<file path="src/wlst_ram.sv">
// generic single-port-write, registered-read ram
module wlst_ram #(
	parameter int WIDTH = 32,
	parameter int DEPTH = 64
) (
	input  logic                     clk,
	input  logic                     we,
	input  logic [$clog2(DEPTH)-1:0] waddr,
	input  logic [WIDTH-1:0]         wdata,
	input  logic                     re,
	input  logic [$clog2(DEPTH)-1:0] raddr,
	output logic [WIDTH-1:0]         rdata
);

	logic [WIDTH-1:0] mem_q [DEPTH];

	always_ff @(posedge clk) begin
		if (we) begin
			mem_q[waddr] <= wdata;
		end
		if (re) begin
			rdata <= mem_q[raddr];
		end
	end

endmodule

</file>
<file path="config.mk">
export PLATFORM = sky130hd
export DESIGN_NAME = wlst_ram
export DESIGN_NICKNAME = d
export VERILOG_FILES = /design/src/wlst_ram.sv
export SDC_FILE = /design/constraint.sdc
export NUM_CORES = 2
export LEC_CHECK = 0
export BUFFER_PORTS_ARGS = -buffer_cell sky130_fd_sc_hd__buf_2
export CAP_MARGIN = 20
export CELL_PAD_IN_SITES_DETAIL_PLACEMENT = 0
export CELL_PAD_IN_SITES_GLOBAL_PLACEMENT = 1
export CORE_MARGIN = 5
export CORE_UTILIZATION = 30
export CTS_BUF_LIST = sky130_fd_sc_hd__clkbuf_16
export DETAILED_ROUTE_END_ITERATION = 7
export PLACE_DENSITY = 0.48
export REMOVE_ABC_BUFFERS = 1
export SLEW_MARGIN = 20
export SYNTH_ARGS = -nofsm -noshare
export SYNTH_HDL_FRONTEND = slang
export SYNTH_SLANG_ARGS = --single-unit
</file>
<file path="constraint.sdc">
create_clock -name clk -period 3.8 [get_ports clk]
set_clock_uncertainty 0.1 [all_clocks]
set_input_delay 0.57 -clock clk [delete_from_list [all_inputs] [get_ports clk]]
set_output_delay 0.57 -clock clk [all_outputs]
set_load 0.02 [all_outputs]
</file>
==> results by group <==
Min path
  • Hold Startpoint: wdata[12]
  • Hold path depth: 1
  • WHS Endpoint: mem_q[10][12]$_DFFE_PP_
  • Hold Path Class: input port to register

Logic synthesis
  • Largest family of logic cells by synthesized area: multiplexers
  • Mean Syn Cell Area: 23.7 um^2
  • Post-synth EDFFs: 2080
  • Simple-Gate Fraction of Synth Area: 0.0126
  • Share of the synthesized area in the top cell type: 0.792
  • Adder-cell area share of the yosys netlist: 0
  • Number of distinct library cells after synthesis: 33
  • Synth Area in Compound Gates: 0.0167
  • Post-Synth XOR/XNOR Area: 0
  • Yosys Warn Count: 0
  • Multiplexer area fraction after synthesis: 0.167
  • Cell taking the most area after synthesis: edfxtp_1
  • Most used flip-flop cell after synthesis: edfxtp_1
  • Ys async rst share: 0
  • Post-Syn Instances: 3324
  • Sequential fraction of the synthesis area: 0.792
  • Post-synthesis register bit count: 2080
  • Largest cells by area after synthesis: edfxtp_1, mux4_2, mux2i_1
  • Post-synthesis cell area: 0.0788 mm^2

STA
  • Hold violation total from the final report: 0
  • Max_slew headroom: 0.284
  • TNS Setup: 0 ns
  • Fmax: 0.356 GHz
  • Slew of the pin with the lowest slew margin: 1.07 ns
  • Final setup viols: 0
  • RSZ-0062 raised after global routing: no
  • Final period util: 0.738
  • Slew Viols, Final: 0
  • Minimum clock period: 2.81 ns

Power
  • VDD IR max: 0.403 mV
  • Power density cells: 521 mW/mm^2
  • Pleak: 29.1 nW

Cells and area
  • Number of nets in the layout: 3773
  • FILL cells: 24100
  • Share of cells above drive strength 1: 0.324
  • Area added between synthesis and finish: 18.9%
  • Fin cells: 7439

Setup path
  • FF-to-FF End: rdata[29]$_DFFE_PP_
  • Max stage delay on crit path: 0.71 ns
  • Crit path DAT: 3.28 ns
  • Length in cells of the worst reg-to-reg path: 4
  • Slowest cell on crit path: o22ai_1
  • Required time worst endpoint: 4.28 ns
  • Crit-path max FO: 31
  • CP dominant cell by count: mux4_2
  • CP endpoint kind: register
  • R2R Path Start: mem_q[7][29]$_DFFE_PP_
  • Critical path cell sequence: buf_8 > buf_12 > buf_4 > mux4_2 > mux4_2 > o22ai_1 > nor2_1
  • Slack of the worst reg-to-reg path: 1.20 ns
  • Critical path class: input port to register
  • CP startpoint kind: input port

Floorplan
  • Core box area: 0.262 mm^2
  • Row count: 188
  • Die ar.: 0.273 mm^2
  • I/O pin total: 79
  • Die X: 523 um
  • Die Y: 523 um
  • Initial Util: 0.301

Clock network
  • Root Buffer: clkbuf_16
  • Number of CTS-inserted buffers: 223
  • Clock Tree Buf Depth: 3
  • Clock Sinks: 2080
  • CTS tree: yes
  • Setup Buffers After CTS: 0
  • CTS clk-pin slew, worst paths: 0.06 ns
  • Clock Latency Late Sink: 0.86 ns
  • CTS H-Tree Depth: 4

Route
  • DRT Pass-1 Iters: 6
  • Initial drt markers: 3789
  • Remaining antenna violation count after routing: 0
  • Total number of vias: 37300
  • Via density: 5.02
  • Final WL: 232 mm
  • WL/cell: 31.1 um
  • Number of remaining DRC errors: 0

Global routing
  • Antenna violations before repair: 30
  • First-pass GRT wire length: 321 mm
  • Largest net degree at the start of global routing: 65
  • Vias in the first global route: 38600
  • GRT Total Usage: 0.169
  • GRT overflow: 0

Placed design
  • Placed cells: 7014
  • RD Place Congestion: 0.718
  • Number of port buffers: 78
  • HPWL Detailed: 136 mm

Job
  • Max-cap violations: 0

Outcome
  • Outcome: completed
## layer usage
layer | GRT usage | up-vias | routed length, um | share of wire
li1 | - | 15200 | - | -
met1 | 0.234 | 20900 | 101000 | 0.44
met2 | 0.283 | 972 | 115000 | 0.50
met3 | 0.0279 | 295 | 11600 | 0.050
met4 | 0.0335 | 8 | 4130 | 0.018
met5 | 0 | - | 52 | 0.00022
## power breakdown
| group | switching, mW | internal [mW] | total (mW) |
|---|---|---|---|
| logic | 1.57 | 0.962 | 2.53 |
| registers | 0.0863 | 25.5 | 25.5 |
| clock network | 8.93 | 11.8 | 20.7 |
| total | 10.6 | 38.2 | 48.8 |
## registers in the layout, summed over array words and instances (netlist names)
name   count
mem_q   2048
rdata     32
## cell families (layout without fill, tap and decap cells)
group,Yosys count,count (layout)
flip-flops,2080,2080
other,0,8
AND/OR/NAND/NOR,223,223
multiplexers,637,637
buffers and inverters,182,774
AO/OA/AOI/OAI,202,202
## synth_stat cells (7+ instances only)
library cell     n
nor2b_1         15
a311oi_1         8
clkbuf_1        74
buf_2           57
mux2i_1         93
a21oi_1         62
nand2b_1         8
edfxtp_1      2080
o22ai_1         84
nor3_1           7
buf_4           25
buf_1           21
a22oi_1         12
o221ai_1        27
nand2_1         26
mux4_2         544
nor2_1         137
## critical path, delay by kind of cell
| family | cells | cell delay [ns] |
|---|---|---|
| compound gates | 1 | 0.71 |
| mux | 2 | 1.10 |
| buf+inv | 3 | 0.75 |
| simple gates | 1 | 0.12 |
## per-stage QoR
step / power (mW) / cell area, um^2 / hold slack (ns) / setup slack (ns) / utilization
after floorplan: 27.0 / 77900 / 0.569 / 0.122 / -
final: 48.8 / 93800 / 0.114 / 0.995 / 0.358
after global routing: 50.5 / 93700 / 0.0685 / 0.802 / 0.358
after detailed placement: 28.6 / 86700 / 0.743 / 0.0607 / 0.331
after CTS: 49.5 / 93700 / 0.0327 / 1.02 / 0.358
after global placement: 28.6 / 86700 / 0.717 / 0.0396 / 0.331
## how the worst max path moves through the flow
stage / from / endpoint / slack [ns] / cells after the start
final: raddr[0] / rdata[29]$_DFFE_PP_ / 0.99 / 7
after global routing: raddr[0] / rdata[29]$_DFFE_PP_ / 0.80 / 7
after CTS: raddr[0] / rdata[29]$_DFFE_PP_ / 1.02 / 7
after detailed placement: raddr[0] / rdata[29]$_DFFE_PP_ / 0.06 / 7
after global placement: raddr[0] / rdata[29]$_DFFE_PP_ / 0.04 / 7
after floorplan: we / mem_q[48][0]$_DFFE_PP_ / 0.12 / 3
## what timing repair did
| item | 4_1_cts | 5_1_grt |
|---|---|---|
| endpoints found under the hold margin | 28 | 0 |
| hold buffers | 2 | 0 |
| gates resized for setup | 0 | 0 |
## cell usage in the layout (no fill, tap or decap), types with 7 or more instances in the layout
master     count
a21oi_1       62
a22oi_1       12
a311oi_1       8
buf_12       108
buf_2         61
buf_4        184
bufinv_16     16
clkbuf_16    226
clkinv_1      55
clkinv_2      38
diode_2        8
edfxtp_1    2080
inv_1         61
inv_6          9
mux2i_1       93
mux4_2       544
nand2_1       26
nand2b_1       7
nor2_1        75
nor2_4        62
nor2b_1       15
o221ai_1      27
o22ai_1       84
## cell type report
type | instances | area, um^2 | area share
Sequential cell | 2080 | 62500 | 0.666
Clock buffer | 226 | 5660 | 0.0603
Antenna cell | 8 | 20.0 | 0.000214
Tap cell | 3515 | 4400 | 0.0469
Multi-Input combinational cell | 1062 | 16000 | 0.170
Timing Repair Buffer | 359 | 3930 | 0.0419
Clock inverter | 189 | 1330 | 0.0141
No activity file was read; power rests on OpenSTA's default activity.
