`config.mk`:
```
export PLATFORM = sky130hd
export DESIGN_NAME = wlst_update
export DESIGN_NICKNAME = d
export VERILOG_FILES = /design/src/wlst_pkg.sv /design/src/wlst_update.sv
export SDC_FILE = /design/constraint.sdc
export NUM_CORES = 1
export LEC_CHECK = 0
export ABC_CLOCK_PERIOD_IN_PS = 4900
export BUFFER_PORTS_ARGS = -buffer_cell sky130_fd_sc_hd__buf_2
export CORE_AREA = 4 4 277 279
export DETAILED_ROUTE_END_ITERATION = 10
export DIE_AREA = 0 0 281 283
export GPL_TIMING_DRIVEN = 0
export PLACE_DENSITY = 0.33
export SLEW_MARGIN = 20
export SYNTH_ARGS = -nofsm -noshare
export SYNTH_HDL_FRONTEND = slang
export SYNTH_SLANG_ARGS = --single-unit
```
`constraint.sdc`:
```
create_clock -name vclk -period 4.9
set_input_delay 0.49 -clock vclk [all_inputs]
set_output_delay 0.49 -clock vclk [all_outputs]
set_load 0.005 [all_outputs]
```
`src/wlst_pkg.sv`:
```
// shared types, codes and constants of the wireless link statistics table
package wlst_pkg;

	localparam int TABLE_ENTRIES_DEF = 64;

	localparam int MAC_W   = 48;
	localparam int CNT_W   = 32;
	localparam int SEQ_W   = 12;
	localparam int IDX_W   = 6;
	localparam int IN_DW   = 224;
	localparam int OUT_DW  = 64;

	// request kinds
	localparam logic [1:0] REQ_FRAME = 2'd0;
	localparam logic [1:0] REQ_READ  = 2'd1;
	localparam logic [1:0] REQ_CLEAR = 2'd2;
	localparam logic [1:0] REQ_NONE  = 2'd3;

	// result status codes
	localparam logic [2:0] STS_UPDATED  = 3'd0;
	localparam logic [2:0] STS_FILTERED = 3'd1;
	localparam logic [2:0] STS_FULL     = 3'd2;
	localparam logic [2:0] STS_READ     = 3'd3;
	localparam logic [2:0] STS_CLEARED  = 3'd4;

	// frame types
	localparam logic [1:0] FT_MGMT = 2'd0;
	localparam logic [1:0] FT_CTRL = 2'd1;
	localparam logic [1:0] FT_DATA = 2'd2;
	localparam logic [1:0] FT_RSVD = 2'd3;

	localparam logic [3:0] SUB_DISASSOC = 4'd10;
	localparam logic [3:0] SUB_DEAUTH   = 4'd12;

	// read selects
	localparam logic [3:0] SEL_PACKETS  = 4'd0;
	localparam logic [3:0] SEL_RETRIES  = 4'd1;
	localparam logic [3:0] SEL_MGMT     = 4'd2;
	localparam logic [3:0] SEL_CONTROL  = 4'd3;
	localparam logic [3:0] SEL_DISASSOC = 4'd4;
	localparam logic [3:0] SEL_DEAUTH   = 4'd5;
	localparam logic [3:0] SEL_DATA     = 4'd6;
	localparam logic [3:0] SEL_BYTES    = 4'd7;
	localparam logic [3:0] SEL_SIGNAL   = 4'd8;
	localparam logic [3:0] SEL_NOISE    = 4'd9;
	localparam logic [3:0] SEL_SEQ      = 4'd10;
	localparam logic [3:0] SEL_AP       = 4'd11;
	localparam logic [3:0] SEL_CLIENT   = 4'd12;
	localparam logic [3:0] SEL_BSSID    = 4'd13;
	localparam logic [3:0] SEL_DIR      = 4'd14;

	typedef struct packed {
		logic [MAC_W-1:0] ap;
		logic [MAC_W-1:0] client;
		logic [MAC_W-1:0] bssid;
		logic [1:0]       dir;
	} key_t;

	typedef struct packed {
		logic [CNT_W-1:0] packets;
		logic [CNT_W-1:0] retries;
		logic [CNT_W-1:0] mgmt;
		logic [CNT_W-1:0] control;
		logic [CNT_W-1:0] disassoc;
		logic [CNT_W-1:0] deauth;
		logic [CNT_W-1:0] data;
		logic [CNT_W-1:0] bytes;
		logic [CNT_W-1:0] signal;
		logic [CNT_W-1:0] noise;
		logic [SEQ_W-1:0] last_seq;
	} cnt_t;

	typedef struct packed {
		logic [1:0]  ftype;
		logic [3:0]  sub;
		logic        retry;
		logic [11:0] seq;
		logic [15:0] len;
		logic [7:0]  rssi;
		logic [7:0]  noise;
	} frm_t;

	localparam int KEY_W = $bits(key_t);
	localparam int CNT_REC_W = $bits(cnt_t);

endpackage

```
`src/wlst_update.sv`:
```
// counter record update for one accepted frame
module wlst_update (
	input  wlst_pkg::cnt_t base,
	input  logic           fresh,
	input  wlst_pkg::frm_t frm,
	output wlst_pkg::cnt_t upd
);

	wlst_pkg::cnt_t b;

	always_comb begin
		b = fresh ? '0 : base;
		upd = b;
		upd.packets  = b.packets + 32'd1;
		upd.signal   = b.signal + 32'(frm.rssi);
		upd.noise    = b.noise + 32'(frm.noise);
		upd.retries  = b.retries + 32'(frm.retry);
		upd.last_seq = frm.seq;
		case (frm.ftype)
			wlst_pkg::FT_MGMT: begin
				upd.mgmt = b.mgmt + 32'd1;
				if (frm.sub == wlst_pkg::SUB_DISASSOC) begin
					upd.disassoc = b.disassoc + 32'd1;
				end else if (frm.sub == wlst_pkg::SUB_DEAUTH) begin
					upd.deauth = b.deauth + 32'd1;
				end
			end
			wlst_pkg::FT_CTRL: begin
				upd.control = b.control + 32'd1;
			end
			wlst_pkg::FT_DATA: begin
				upd.data  = b.data + 32'd1;
				upd.bytes = b.bytes + 32'(frm.len);
			end
			default: begin
			end
		endcase
	end

endmodule
```
==> run_summary.xml <==
<?xml version="1.0" encoding="UTF-8"?>
<metrics>
  <group name="yosys">
    <metric name="synth_commonest_cells" unit="">nor2_1, nand2_1, xnor2_1, xor2_1, nor2b_1</metric>
    <metric name="ys_top_cells_by_area" unit="">xnor2_1, xor2_1, nor2_1, nor2b_1, nand2_1</metric>
    <metric name="synth-seq-area-share" unit="%">0</metric>
    <metric name="synthesis.instances" unit="">1459</metric>
    <metric name="postSynthAreaPerCell" unit="µm²">6.13</metric>
    <metric name="syn_nets" unit="">1886</metric>
    <metric name="synth.lib_cells_used.distinct" unit="">62</metric>
    <metric name="yosys.area.top_type" unit="">xnor2_1</metric>
    <metric name="synth-warning-count" unit="">0</metric>
    <metric name="most_instantiated_library_cell_after_synthesis" unit="">nor2_1</metric>
    <metric name="synth_top_area_share" unit="%">11.8</metric>
    <metric name="post_synth_instance_area" unit="µm²">8950</metric>
  </group>
  <group name="timing">
    <metric name="max_freq" unit="MHz">215</metric>
    <metric name="finalSetupViolations" unit="">0</metric>
    <metric name="report.final.hold_viol_count" unit="">0</metric>
    <metric name="timing.slew.headroom" unit="%">28.3</metric>
    <metric name="finalCriticalPeriod" unit="ps">4650</metric>
    <metric name="timing.final.max_slew_violations" unit="">0</metric>
    <metric name="post-route-period-util" unit="%">94.8</metric>
    <metric name="grt_setup_unrepaired" unit="">no</metric>
    <metric name="slew_at_the_pin_with_the_worst_max_slew_slack" unit="ps">1080</metric>
  </group>
  <group name="power">
    <metric name="sequential_group_share_of_total_power" unit="%">0</metric>
    <metric name="cellLeakagePower" unit="nW">6.15</metric>
    <metric name="clock_power_share" unit="%">0</metric>
    <metric name="sw_frac_of_total" unit="%">58.8</metric>
    <metric name="power.total" unit="mW">1.09</metric>
    <metric name="worst_ir_drop_vdd" unit="µV">26.8</metric>
    <metric name="cellInternalPower" unit="µW">447</metric>
    <metric name="switching_power" unit="µW">638</metric>
    <metric name="cellPowerDensity" unit="nW/µm²">78.6</metric>
    <metric name="power.combinational.fraction" unit="%">100.0</metric>
  </group>
  <group name="drt">
    <metric name="routed_wirelength" unit="mm">68.7</metric>
    <metric name="wl_per_cell" unit="µm">21.9</metric>
    <metric name="via_count" unit="">13300</metric>
    <metric name="detailedRoute.firstIterationViolations" unit="">608</metric>
    <metric name="drt-pass1-iter-count" unit="">5</metric>
    <metric name="post_detailed_route_via_to_cell_ratio" unit="">4.25</metric>
    <metric name="drtAntennaViolNets" unit="">0</metric>
    <metric name="drc" unit="">0</metric>
  </group>
  <group name="floorplanning">
    <metric name="die-area" unit="µm²">79500</metric>
    <metric name="ios" unit="">716</metric>
    <metric name="floorplan.initialDensity" unit="%">12.1</metric>
    <metric name="placeableCoreArea" unit="µm²">74200</metric>
    <metric name="rows" unit="">100</metric>
    <metric name="chipHeight" unit="µm">283</metric>
    <metric name="chipWidth" unit="µm">281</metric>
  </group>
  <group name="grt">
    <metric name="grt_max_degree" unit="">13</metric>
    <metric name="antenna_found_initial" unit="">21</metric>
    <metric name="grt_usage" unit="%">16.1</metric>
    <metric name="number_of_global_route_vias_before_repair" unit="">13400</metric>
    <metric name="global_route_wire_length_before_repair" unit="mm">95.4</metric>
    <metric name="grt.overflow.total" unit="">0</metric>
  </group>
  <group name="setup_path">
    <metric name="worst_ep_required_time" unit="ps">4410</metric>
    <metric name="setup.worst_path.start_class" unit="">input pin</metric>
    <metric name="critical_path_cell_count" unit="">13</metric>
    <metric name="worstPathMaxFanout" unit="">19</metric>
    <metric name="crit_path_cell_chain" unit="">buf_6 -&gt; buf_12 -&gt; buf_12 -&gt; buf_6 -&gt; clkbuf_2 -&gt; nor2b_1 -&gt; ha_1 -&gt; nand3_1 -&gt; nor3_1 -&gt; nand3_1 -&gt; or3_1 -&gt; a21oi_1 -&gt; buf_2</metric>
    <metric name="critPathArrivalTime" unit="ps">4160</metric>
    <metric name="crit_path_leading_delay_family" unit="">simple AND/OR/NAND/NOR gates</metric>
    <metric name="critical_path.max_stage_delay" unit="ps">810</metric>
    <metric name="worstPathBufferInverterCount" unit="">6</metric>
    <metric name="critical_path.slowest_cell" unit="">nor3_1</metric>
    <metric name="critPathKind" unit="">in -&gt; out</metric>
    <metric name="critical_path.endpoint_type" unit="">output port</metric>
  </group>
  <group name="finish">
    <metric name="synthToLayoutAreaGrowth" unit="%">54.3</metric>
    <metric name="final.fill_count" unit="">8685</metric>
    <metric name="ff_latch_area" unit="µm²">0</metric>
    <metric name="multi_input_area" unit="µm²">8560</metric>
    <metric name="final_nets" unit="">2579</metric>
    <metric name="final_cell_area" unit="µm²">13800</metric>
    <metric name="clock_buffers" unit="">0</metric>
    <metric name="drive_gt1_share" unit="%">36.1</metric>
    <metric name="number_of_flip_flops_and_latches" unit="">0</metric>
  </group>
  <group name="status">
    <metric name="status" unit="">completed</metric>
  </group>
  <group name="hold_path">
    <metric name="timing.hold.worst.class" unit="">in -&gt; out</metric>
    <metric name="hold_depth" unit="">2</metric>
  </group>
  <group name="placed_design">
    <metric name="gp_congestion" unit="">0.894</metric>
    <metric name="placed_cell_area" unit="µm²">13600</metric>
    <metric name="detailed_place_hpwl" unit="mm">60.3</metric>
    <metric name="place.port_buffers" unit="">691</metric>
  </group>
  <group name="clock_network">
    <metric name="cts_hold_bufs" unit="">0</metric>
  </group>
  <group name="run">
    <metric name="drv.max_cap_violation_count" unit="">0</metric>
  </group>
</metrics>
[final timing paths]
path / startpoint / slack [ps] / to
min: frm[33] / 1150 / upd[1]
max: fresh / 250 / upd[298]
[final cells by class]
| class | count | share of cell area [%] |
|---|---|---|
| timing repair buffer | 695 | 25.3 |
| tap | 969 | 8.78 |
| multi-input combinational | 1362 | 62.0 |
| inverter | 29 | 0.788 |
| antenna | 13 | 0.236 |
| buffer | 64 | 2.85 |
[kinds of logic (layout without fill, tap and decap cells)]
| logic type | after synthesis | in the layout | share of synthesized area, % |
|---|---|---|---|
| fa+ha+maj | 43 | 43 | 6.26 |
| compound gates | 193 | 193 | 12.4 |
| xor+xnor | 239 | 239 | 23.5 |
| simple gates | 874 | 874 | 51.4 |
| buf+inv | 97 | 788 | 4.92 |
| other cells | 0 | 13 | 0 |
| mux | 13 | 13 | 1.58 |
[power by group through the flow]
stage	Combinational (mW)	Clock (mW)	Sequential [mW]
after detailed placement	1.08	0	0
after global routing	1.19	0.000000191	0
after floorplan	0.461	0	0
after CTS	1.10	0	0
after global placement	1.09	0	0
final	1.09	0.000000329	0
[metrics by stage]
step / instances / setup TNS, ps / util [%] / setup slack, ps / hold slack [ps]
2_1_floorplan: 1459 / 0 / - / 584 / 1030
3_3_place_gp: 3119 / -417020 / 18.4 / -3070 / 1150
3_5_place_dp: 3119 / -318210 / 18.4 / -2880 / 1150
4_1_cts: 3121 / 0 / 18.6 / 51.8 / 1150
5_1_grt: 3126 / 0 / 18.6 / 32.9 / 1150
6_report: 3132 / 0 / 18.6 / 254 / 1150
[metal layers]
metal | global-route usage, % | part of all wire, % | up-vias
met1 | 20.0 | 42 | 6220
met2 | 28.6 | 49 | 526
met4 | 3.57 | 2.4 | 6
li1 | - | - | 6489
met3 | 3.16 | 7.1 | 68
met5 | 0 | 0.060 | -
[cells in the final DEF, fill, tap and decap left out, drive strengths merged, types with 29 or more instances in the layout]
| cell type | Yosys | final |
|---|---|---|
| nand4 | 74 | 74 |
| nand2 | 168 | 168 |
| buf | 35 | 728 |
| and3 | 42 | 42 |
| xor2 | 117 | 117 |
| ha | 40 | 40 |
| xnor2 | 122 | 122 |
| nand3 | 104 | 104 |
| a21oi | 80 | 80 |
| nor2 | 203 | 203 |
| nor2b | 113 | 113 |
| or3 | 53 | 53 |
| clkbuf | 33 | 31 |
| inv | 29 | 29 |
| o21ai | 70 | 70 |
[repair_timing]
item,CTS,global route
gates resized for setup,33,4
setup buffers,4,0
pin swaps,1,1
endpoints found under the setup margin,292,13
No activity file was read; power rests on OpenSTA's default activity.
